--- src/dcm_ramp_pkg.sv ---
`default_nettype none

package dcm_ramp_pkg;

	// Event codes carried in the operation field.
	localparam logic [1:0] OP_TICK  = 2'd0;
	localparam logic [1:0] OP_GO    = 2'd1;
	localparam logic [1:0] OP_SOFT  = 2'd2;
	localparam logic [1:0] OP_ESTOP = 2'd3;

	// Motor phase codes, also reported as motor_state.
	localparam logic [1:0] PH_STOPPED  = 2'd0;
	localparam logic [1:0] PH_UP       = 2'd1;
	localparam logic [1:0] PH_DOWN     = 2'd2;
	localparam logic [1:0] PH_AT_SPEED = 2'd3;

	// Run status codes.
	localparam logic [1:0] ST_OKAY        = 2'd0;
	localparam logic [1:0] ST_LOWER_LIMIT = 2'd1;
	localparam logic [1:0] ST_UPPER_LIMIT = 2'd2;

	// Configuration register indexes.
	localparam logic [1:0] REG_RAMP_SETTING = 2'd0;
	localparam logic [1:0] REG_LOWER_ENABLE = 2'd1;
	localparam logic [1:0] REG_UPPER_ENABLE = 2'd2;

	// Direction codes.
	localparam logic DIR_CW  = 1'b0;
	localparam logic DIR_CCW = 1'b1;

	// Ramp timing and speed scaling.
	localparam logic [14:0] PERIOD_UNIT  = 15'd2000;
	localparam logic [3:0]  MAX_RAMP     = 4'd9;
	localparam logic [3:0]  RAMP_RESET   = 4'd4;
	localparam int          PERCENT_MAX  = 100;
	localparam int          PERCENT_CODES = 128;

	// Speed percent to drive level lookup.
	typedef logic [7:0] level_table_t [0:PERCENT_CODES-1];

	// One input event.
	typedef struct packed {
		logic [1:0] operation;
		logic       go_direction;
		logic [6:0] speed_percent;
		logic       lower_switch_hit;
		logic       upper_switch_hit;
	} req_t;

	// One result item.
	typedef struct packed {
		logic [7:0] first_drive_level;
		logic [7:0] second_drive_level;
		logic [1:0] motor_state;
		logic [1:0] run_status;
		logic       motor_direction;
	} rsp_t;

endpackage

`default_nettype wire

--- src/dc_motor_soft_start_ramp_core.sv ---
`default_nettype none

// Soft-start ramp controller for an H-bridge driven DC motor. Each accepted
// transaction is one event (a one-microsecond tick with the limit switch levels,
// a go command, a soft stop or an emergency stop) and produces exactly one result
// with both bridge drive levels, the motor state, the run status and the
// direction. The block takes one event per clock unless the input side stalls: an
// event is held in an input register, the whole state update is one short
// combinational pass, and the result is registered in the output register once
// that register is free. The input side stalls only while both the input
// register and a waiting result are held. Configuration writes are always ready
// and take effect on the next event.
module dc_motor_soft_start_ramp_core #(
	parameter int FULL_SCALE_LEVEL = 250
) (
	input  wire                 clk,
	input  wire                 arst_n,
	// Event channel.
	input  wire                 req_valid,
	output logic                req_stall,
	input  wire dcm_ramp_pkg::req_t req,
	// Result channel.
	output logic                rsp_valid,
	input  wire                 rsp_stall,
	output dcm_ramp_pkg::rsp_t  rsp,
	// Configuration write channel.
	input  wire                 cfg_valid,
	output logic                cfg_ready,
	input  wire  [1:0]          cfg_index,
	input  wire  [3:0]          cfg_data
);

	// Build the percent to level table at elaboration.
	function automatic dcm_ramp_pkg::level_table_t build_levels();
		dcm_ramp_pkg::level_table_t t;
		int pct;
		for (int i = 0; i < dcm_ramp_pkg::PERCENT_CODES; i++) begin
			pct = (i > dcm_ramp_pkg::PERCENT_MAX) ? dcm_ramp_pkg::PERCENT_MAX : i;
			t[i] = 8'((pct * FULL_SCALE_LEVEL) / dcm_ramp_pkg::PERCENT_MAX);
		end
		return t;
	endfunction

	localparam dcm_ramp_pkg::level_table_t LEVEL_TABLE = build_levels();

	// Configuration registers.
	logic [3:0] ramp_q;
	logic       lower_en_q;
	logic       upper_en_q;

	// Motor state.
	logic [1:0]  phase_q;
	logic [7:0]  level_q;
	logic [7:0]  goal_q;
	logic        heading_q;
	logic [14:0] count_q;
	logic        rev_q;
	logic        rev_dir_q;
	logic [7:0]  rev_level_q;

	// Pipeline registers.
	dcm_ramp_pkg::req_t req_s1;
	logic               req_vld_s1;
	dcm_ramp_pkg::rsp_t rsp_q;
	logic               rsp_valid_q;

	logic rsp_free;
	logic s1_adv;
	logic req_take;

	// Next state from the combinational pass.
	logic [1:0]  phase_n;
	logic [7:0]  level_n;
	logic [7:0]  goal_n;
	logic        heading_n;
	logic [14:0] count_n;
	logic        rev_n;
	logic        rev_dir_n;
	logic [7:0]  rev_level_n;
	logic [1:0]  status_n;
	logic        start_req;
	logic        start_dir;
	logic [7:0]  start_level;
	logic [7:0]  go_level;
	logic [7:0]  step_level;
	logic [14:0] step_reload;

	assign cfg_ready = 1'b1;
	assign rsp_valid = rsp_valid_q;
	assign rsp       = rsp_q;

	// Handshake: the input register moves on when the result register is free.
	assign rsp_free  = !rsp_valid_q || !rsp_stall;
	assign s1_adv    = req_vld_s1 && rsp_free;
	assign req_stall = req_vld_s1 && !rsp_free;
	assign req_take  = req_valid && !req_stall;

	// Configuration writes; an out-of-range ramp setting is ignored.
	always_ff @(posedge clk or negedge arst_n) begin
		if (!arst_n) begin
			ramp_q     <= dcm_ramp_pkg::RAMP_RESET;
			lower_en_q <= 1'b0;
			upper_en_q <= 1'b0;
		end else if (cfg_valid && cfg_ready) begin
			case (cfg_index)
				dcm_ramp_pkg::REG_RAMP_SETTING: begin
					if (cfg_data <= dcm_ramp_pkg::MAX_RAMP) begin
						ramp_q <= cfg_data;
					end
				end
				dcm_ramp_pkg::REG_LOWER_ENABLE: lower_en_q <= cfg_data[0];
				dcm_ramp_pkg::REG_UPPER_ENABLE: upper_en_q <= cfg_data[0];
				default: ;
			endcase
		end
	end

	// Countdown reload after a ramp step: period minus the step tick itself.
	assign step_reload = ({11'd0, ramp_q} * dcm_ramp_pkg::PERIOD_UNIT)
		+ dcm_ramp_pkg::PERIOD_UNIT - 15'd1;

	assign go_level = LEVEL_TABLE[req_s1.speed_percent];

	// Level after one ramp step toward the goal.
	always_comb begin
		if (level_q < goal_q) begin
			step_level = level_q + 8'd1;
		end else if (level_q > goal_q) begin
			step_level = level_q - 8'd1;
		end else begin
			step_level = level_q;
		end
	end

	// Event handling. A start from stop is always the last action of a path,
	// so it is flagged here and applied after the case.
	always_comb begin
		phase_n     = phase_q;
		level_n     = level_q;
		goal_n      = goal_q;
		heading_n   = heading_q;
		count_n     = count_q;
		rev_n       = rev_q;
		rev_dir_n   = rev_dir_q;
		rev_level_n = rev_level_q;
		status_n    = dcm_ramp_pkg::ST_OKAY;
		start_req   = 1'b0;
		start_dir   = req_s1.go_direction;
		start_level = go_level;

		case (req_s1.operation)
			dcm_ramp_pkg::OP_TICK: begin
				if (phase_q != dcm_ramp_pkg::PH_STOPPED) begin
					if (lower_en_q && req_s1.lower_switch_hit) begin
						level_n  = 8'd0;
						phase_n  = dcm_ramp_pkg::PH_STOPPED;
						rev_n    = 1'b0;
						status_n = dcm_ramp_pkg::ST_LOWER_LIMIT;
					end else if (upper_en_q && req_s1.upper_switch_hit) begin
						level_n  = 8'd0;
						phase_n  = dcm_ramp_pkg::PH_STOPPED;
						rev_n    = 1'b0;
						status_n = dcm_ramp_pkg::ST_UPPER_LIMIT;
					end else if (phase_q != dcm_ramp_pkg::PH_AT_SPEED) begin
						if (count_q != 15'd0) begin
							count_n = count_q - 15'd1;
						end else begin
							level_n = step_level;
							if (step_level == goal_q) begin
								if (goal_q != 8'd0) begin
									phase_n = dcm_ramp_pkg::PH_AT_SPEED;
								end else begin
									phase_n = dcm_ramp_pkg::PH_STOPPED;
									if (rev_q) begin
										rev_n       = 1'b0;
										start_req   = 1'b1;
										start_dir   = rev_dir_q;
										start_level = rev_level_q;
									end
								end
							end else begin
								count_n = step_reload;
							end
						end
					end
				end
			end
			dcm_ramp_pkg::OP_GO: begin
				if (phase_q == dcm_ramp_pkg::PH_STOPPED) begin
					rev_n     = 1'b0;
					start_req = 1'b1;
				end else if (req_s1.go_direction == heading_q) begin
					rev_n  = 1'b0;
					goal_n = go_level;
					if (go_level > level_q) begin
						phase_n = dcm_ramp_pkg::PH_UP;
					end else if (go_level < level_q) begin
						phase_n = dcm_ramp_pkg::PH_DOWN;
					end else if (go_level == 8'd0) begin
						phase_n = dcm_ramp_pkg::PH_STOPPED;
					end else begin
						phase_n = dcm_ramp_pkg::PH_AT_SPEED;
					end
				end else begin
					// Reversal: ramp down first unless already on the way down.
					if (!rev_q) begin
						if (level_q == 8'd0) begin
							phase_n = dcm_ramp_pkg::PH_STOPPED;
						end else begin
							goal_n  = 8'd0;
							count_n = 15'd0;
							phase_n = dcm_ramp_pkg::PH_DOWN;
						end
					end
					if (go_level == 8'd0) begin
						rev_n = 1'b0;
					end else if (phase_n == dcm_ramp_pkg::PH_STOPPED) begin
						start_req = 1'b1;
					end else begin
						rev_n       = 1'b1;
						rev_dir_n   = req_s1.go_direction;
						rev_level_n = go_level;
					end
				end
			end
			dcm_ramp_pkg::OP_SOFT: begin
				rev_n = 1'b0;
				if (phase_q != dcm_ramp_pkg::PH_STOPPED) begin
					if (level_q == 8'd0) begin
						phase_n = dcm_ramp_pkg::PH_STOPPED;
					end else begin
						goal_n  = 8'd0;
						count_n = 15'd0;
						phase_n = dcm_ramp_pkg::PH_DOWN;
					end
				end
			end
			dcm_ramp_pkg::OP_ESTOP: begin
				level_n = 8'd0;
				phase_n = dcm_ramp_pkg::PH_STOPPED;
				rev_n   = 1'b0;
			end
			default: ;
		endcase

		// Start from stop; a zero level leaves the motor stopped.
		if (start_req && (start_level != 8'd0)) begin
			heading_n = start_dir;
			level_n   = 8'd0;
			goal_n    = start_level;
			count_n   = 15'd0;
			phase_n   = dcm_ramp_pkg::PH_UP;
		end
	end

	// Input register.
	always_ff @(posedge clk or negedge arst_n) begin
		if (!arst_n) begin
			req_vld_s1 <= 1'b0;
		end else if (req_take) begin
			req_vld_s1 <= 1'b1;
		end else if (s1_adv) begin
			req_vld_s1 <= 1'b0;
		end
	end

	always_ff @(posedge clk) begin
		if (req_take) begin
			req_s1 <= req;
		end
	end

	// Motor state update, once per event.
	always_ff @(posedge clk or negedge arst_n) begin
		if (!arst_n) begin
			phase_q     <= dcm_ramp_pkg::PH_STOPPED;
			level_q     <= 8'd0;
			goal_q      <= 8'd0;
			heading_q   <= dcm_ramp_pkg::DIR_CW;
			count_q     <= 15'd0;
			rev_q       <= 1'b0;
			rev_dir_q   <= dcm_ramp_pkg::DIR_CW;
			rev_level_q <= 8'd0;
		end else if (s1_adv) begin
			phase_q     <= phase_n;
			level_q     <= level_n;
			goal_q      <= goal_n;
			heading_q   <= heading_n;
			count_q     <= count_n;
			rev_q       <= rev_n;
			rev_dir_q   <= rev_dir_n;
			rev_level_q <= rev_level_n;
		end
	end

	// Result register.
	always_ff @(posedge clk or negedge arst_n) begin
		if (!arst_n) begin
			rsp_valid_q <= 1'b0;
		end else if (s1_adv) begin
			rsp_valid_q <= 1'b1;
		end else if (!rsp_stall) begin
			rsp_valid_q <= 1'b0;
		end
	end

	always_ff @(posedge clk) begin
		if (s1_adv) begin
			rsp_q.first_drive_level  <= (heading_n == dcm_ramp_pkg::DIR_CCW) ? level_n : 8'd0;
			rsp_q.second_drive_level <= (heading_n == dcm_ramp_pkg::DIR_CW) ? level_n : 8'd0;
			rsp_q.motor_state        <= phase_n;
			rsp_q.run_status         <= status_n;
			rsp_q.motor_direction    <= heading_n;
		end
	end

	// A stopped motor carries no drive.
	a_stopped_no_drive: assert property (@(posedge clk) disable iff (!arst_n)
		(phase_q == dcm_ramp_pkg::PH_STOPPED) |-> (level_q == 8'd0))
		else $error("stopped with nonzero drive level");

	// At speed means the goal has been reached and is not zero.
	a_at_speed_goal: assert property (@(posedge clk) disable iff (!arst_n)
		(phase_q == dcm_ramp_pkg::PH_AT_SPEED) |-> ((level_q == goal_q) && (goal_q != 8'd0)))
		else $error("at speed without reaching a nonzero goal");

	// A pending reversal only exists while ramping down toward zero.
	a_reversal_ramps_down: assert property (@(posedge clk) disable iff (!arst_n)
		rev_q |-> ((phase_q == dcm_ramp_pkg::PH_DOWN) && (goal_q == 8'd0)
			&& (rev_level_q != 8'd0)))
		else $error("reversal pending outside a ramp down");

	// A limit stop is reported together with a stopped, undriven motor.
	a_limit_stop_result: assert property (@(posedge clk) disable iff (!arst_n)
		(rsp_valid_q && (rsp_q.run_status != dcm_ramp_pkg::ST_OKAY))
		|-> ((rsp_q.motor_state == dcm_ramp_pkg::PH_STOPPED)
			&& (rsp_q.first_drive_level == 8'd0) && (rsp_q.second_drive_level == 8'd0)))
		else $error("limit stop reported with motor still driven");

endmodule

`default_nettype wire

--- config.mk ---
export PLATFORM = sky130hd
export DESIGN_NAME = dc_motor_soft_start_ramp_core
export DESIGN_NICKNAME = d
export VERILOG_FILES = /design/src/dcm_ramp_pkg.sv /design/src/dc_motor_soft_start_ramp_core.sv
export SDC_FILE = /design/constraint.sdc
export NUM_CORES = 1
export LEC_CHECK = 0
export BUFFER_PORTS_ARGS = -buffer_cell sky130_fd_sc_hd__buf_2
export CAP_MARGIN = 20
export CORE_ASPECT_RATIO = 1.25
export CORE_UTILIZATION = 50
export CTS_CLUSTER_DIAMETER = 60
export CTS_CLUSTER_SIZE = 16
export DETAILED_ROUTE_END_ITERATION = 10
export PLACE_DENSITY_LB_ADDON = 0.25
export SYNTH_ARGS = -nofsm -noshare
export SYNTH_HDL_FRONTEND = slang
export SYNTH_SLANG_ARGS = --single-unit
export TNS_END_PERCENT = 100
--- constraint.sdc ---
create_clock -name clk -period 5.8 [get_ports clk]
set_clock_uncertainty 0.2 [all_clocks]
set_input_delay 0.29 -clock clk [delete_from_list [all_inputs] [get_ports clk]]
set_output_delay 0.29 -clock clk [all_outputs]
set_load 0.05 [all_outputs]
==> impl_metrics.json <==
{
  "fmax_mhz": 220.8,
  "cts_root_buffer": "clkbuf_16",
  "fillers": 1060,
  "synthFlopType": "dfrtp_1",
  "die_y_um": 125.8,
  "initial_core_util_pct": 52.06,
  "firstDrtPassIters": 5,
  "powerDensity_nw_per_um2": 385.5,
  "period_needed_ns": 4.530,
  "ys.warnings.count": 0,
  "multiInputGateArea_sq_um": 3527,
  "top_level_ports": 47,
  "relSlewSlack_pct": 35.04,
  "cts_tree": "done",
  "port_buffers": 45,
  "synth_area_sq_um": 6133,
  "drc": 0,
  "wl_um": 15360,
  "busiest_layer": "met2",
  "layout-drive-gt1-share_pct": 12.86,
  "critPathCaptureType": "flop",
  "grt_max_degree": 53,
  "grt_pass1_vias": 5148,
  "first_iter_violations": 363,
  "vdd_drop_max_mv": 0.3329,
  "worstPathMaxFanout": 18,
  "gr-usage-met1_pct": 32.14,
  "finalMaxSlewViolations": 0,
  "drv_cap": 0,
  "drtAntennaViolNets": 0,
  "ys_types": 80,
  "vias": 5349,
  "clockBufferDepth": 2,
  "ys_ff_latch": 85,
  "cts_buffers": 9,
  "core_area_sq_um": 11780,
  "yosys.area.top_type": "dfrtp_1",
  "worst_ep_required_time_ns": 5.84,
  "wl_per_cell_um": 17.07,
  "async_flop_share_pct": 61.18,
  "finalCritPeriodShare_pct": 78.10,
  "use_met3_pct": 4.384,
  "status": "finished clean",
  "avgViaCountPerCell": 5.943,
  "syn_to_final_growth_pct": 13.40,
  "hold_violations": 0,
  "synth_cells": 679,
  "leakagePower_nw": 3.028,
  "critPathKind": "reg2reg",
  "overflow": 0,
  "finalSetupTns_ns": 0,
  "critPathArrivalTime_ns": 4.57,
  "finalPower_mw": 2.681,
  "setup_viol": 0,
  "postLayoutCoreUtil_pct": 59.04,
  "rsz0062_at_grt": "false",
  "diodes": 0,
  "grt_use_total_pct": 25.73,
  "synth-edff-count": 33,
  "num_rows": 44,
  "grt_pass1_wl_um": 25660,
  "seq_area_sq_um": 2293,
  "nNetsFinal": 805,
  "post-dp-hpwl_um": 11490,
  "cts_resized": 0,
  "hold_class": "in2reg",
  "htree_levels": 3,
  "syn_area_per_cell_sq_um": 9.033,
  "grt_use_met2_pct": 43.82,
  "fin_hold_ws_ns": 0.09789,
  "cts_sinks": 85,
  "seq_area_frac_synth_pct": 37.39,
  "clkLatencyLatePin_ns": 0.35,
  "place.gp.congestion": 0.9272,
  "syn_nets": 750,
  "worst_pin_slew_ns": 0.9711,
  "synth.area.top_cells": "dfrtp_1 (21%), edfxtp_1 (16%), ha_1 (8.4%)",
  "synth_top_area_share_pct": 20.81,
  "clkTransAtPathRegs_ns": 0.07,
  "die_area_sq_um": 12720,
  "antenna_found_initial": 0,
  "cp-start-kind": "flop",
  "fp.dieW_um": 101.1
}
-- synthesized netlist by cell type, types with 3 or more instances --
master,count
nor2b_1,8
nor4_1,7
a21oi_1,31
ha_1,41
xnor2_1,17
o21bai_1,4
o31ai_1,8
nand3b_1,3
xor2_1,13
o21ai_1,5
nor3_1,15
o22a_1,3
or3_1,5
a21o_1,11
a211oi_1,5
nor3b_1,4
edfxtp_1,33
nand4_1,11
dfrtp_1,51
a32oi_1,3
nand2_1,74
and2_1,3
clkbuf_1,14
inv_1,51
a31oi_1,6
nand3_1,22
o211ai_1,10
nor2_1,56
or2_2,4
buf_2,7
o2111ai_1,3
fa_1,7
o21ai_0,56
a22o_1,9
mux2_2,9
nand2b_1,9
and3_1,5
-- what timing repair did --
item / in CTS / in global routing
setup buffers: 0 / 0
endpoints found under the hold margin: 70 / 0
hold buffers: 19 / 0
-- metrics by stage --
step / setup WS [ns] / area (sq um) / instances
after CTS: 1.349 / 6948 / 899
after global routing: 0.9326 / 6955 / 900
final: 1.270 / 6955 / 900
after global placement: 1.431 / 6461 / 863
after floorplan: 1.920 / 6133 / 679
after detailed placement: 1.363 / 6469 / 864
-- cells in the final DEF (no fill, tap or decap), drive strengths merged, types with 4 or more instances in the layout --
| cell type | n |
|---|---|
| nor3 | 16 |
| dfrtp | 51 |
| nor2b | 8 |
| a21o | 11 |
| o31ai | 9 |
| mux2 | 9 |
| or2 | 6 |
| nand3 | 22 |
| xnor2 | 17 |
| o21bai | 4 |
| dlygate4sd3 | 19 |
| nor3b | 4 |
| o211ai | 10 |
| xor2 | 13 |
| or3 | 5 |
| inv | 59 |
| a211oi | 6 |
| nand2b | 9 |
| ha | 41 |
| nor2 | 57 |
| and3 | 5 |
| nor4 | 10 |
| o21ai | 62 |
| buf | 49 |
| a22o | 9 |
| nand2 | 74 |
| a21oi | 32 |
| edfxtp | 33 |
| o2111ai | 4 |
| a31oi | 6 |
| nand4 | 11 |
| fa | 7 |
| clkbuf | 9 |
-- critical path: stages (launching register included) --
cell and delay, ns:
dfrtp_1 0.57, inv_1 0.15, ha_1 0.31, nand4_1 0.15, or2_0 0.31, nand2_1 0.14
a211oi_1 0.30, or3_1 0.20, o2111ai_2 0.24, o41ai_4 0.95, a21oi_2 0.42, o21bai_1 0.28
a22o_1 0.18
-- routing by layer --
| metal | share of wire (%) | wire, um |
|---|---|---|
| met5 | 0 | 0 |
| met4 | 3.2 | 490 |
| met3 | 4.7 | 716 |
| met2 | 50 | 7626 |
| met1 | 42 | 6528 |
-- power breakdown --
group | internal [mW] | switching (mW) | leakage [nW]
Sequential | 0.734 | 0.134 | 0.992
Combinational | 0.517 | 0.730 | 1.89
Clock | 0.302 | 0.265 | 0.144
-- kinds of logic after synthesis --
family,after synthesis,synth area share [%]
AO/OA/AOI/OAI,186,20.60
other,1,0.06114
multiplexers,10,1.816
AND/OR/NAND/NOR,241,19.71
adder cells (fa/ha/maj),48,10.65
flip-flops,85,37.39
buffers and inverters,77,5.100
XOR/XNOR,31,4.671
-- cell type report --
class,count,area share [%]
flip-flops and latches,85,32.97
clock inverters,7,0.9174
multi-input cells,517,50.71
well taps,161,2.896
inverters,53,2.860
repair buffers,68,6.404
clock buffers,9,3.238
-- final timing paths --
path | startpoint | to | slack [ns] | cells past startpoint
min in group asynchronous | arst_n | count_q[1] | 0.41 | 3
worst min register to register | req_vld_s1 | rsp_valid | 0.29 | 1
worst max register to register | level_q[0] | count_q[11] | 1.27 | 12
max in group asynchronous | arst_n | rev_level_q[3] | 4.51 | 3
worst max-delay path | level_q[0] | count_q[11] | 1.27 | 12
worst min-delay path | cfg_index[1] | ramp_q[3] | 0.1 | 3
-- state kept, by name, summed over array words and instances, names as in the netlist, 2 cells and up --
name         count
count_q         15
goal_q           8
level_q          8
phase_q          2
ramp_q           4
req_s1          12
rev_level_q      8
rsp             21
Power figures use the tool's default switching activity.
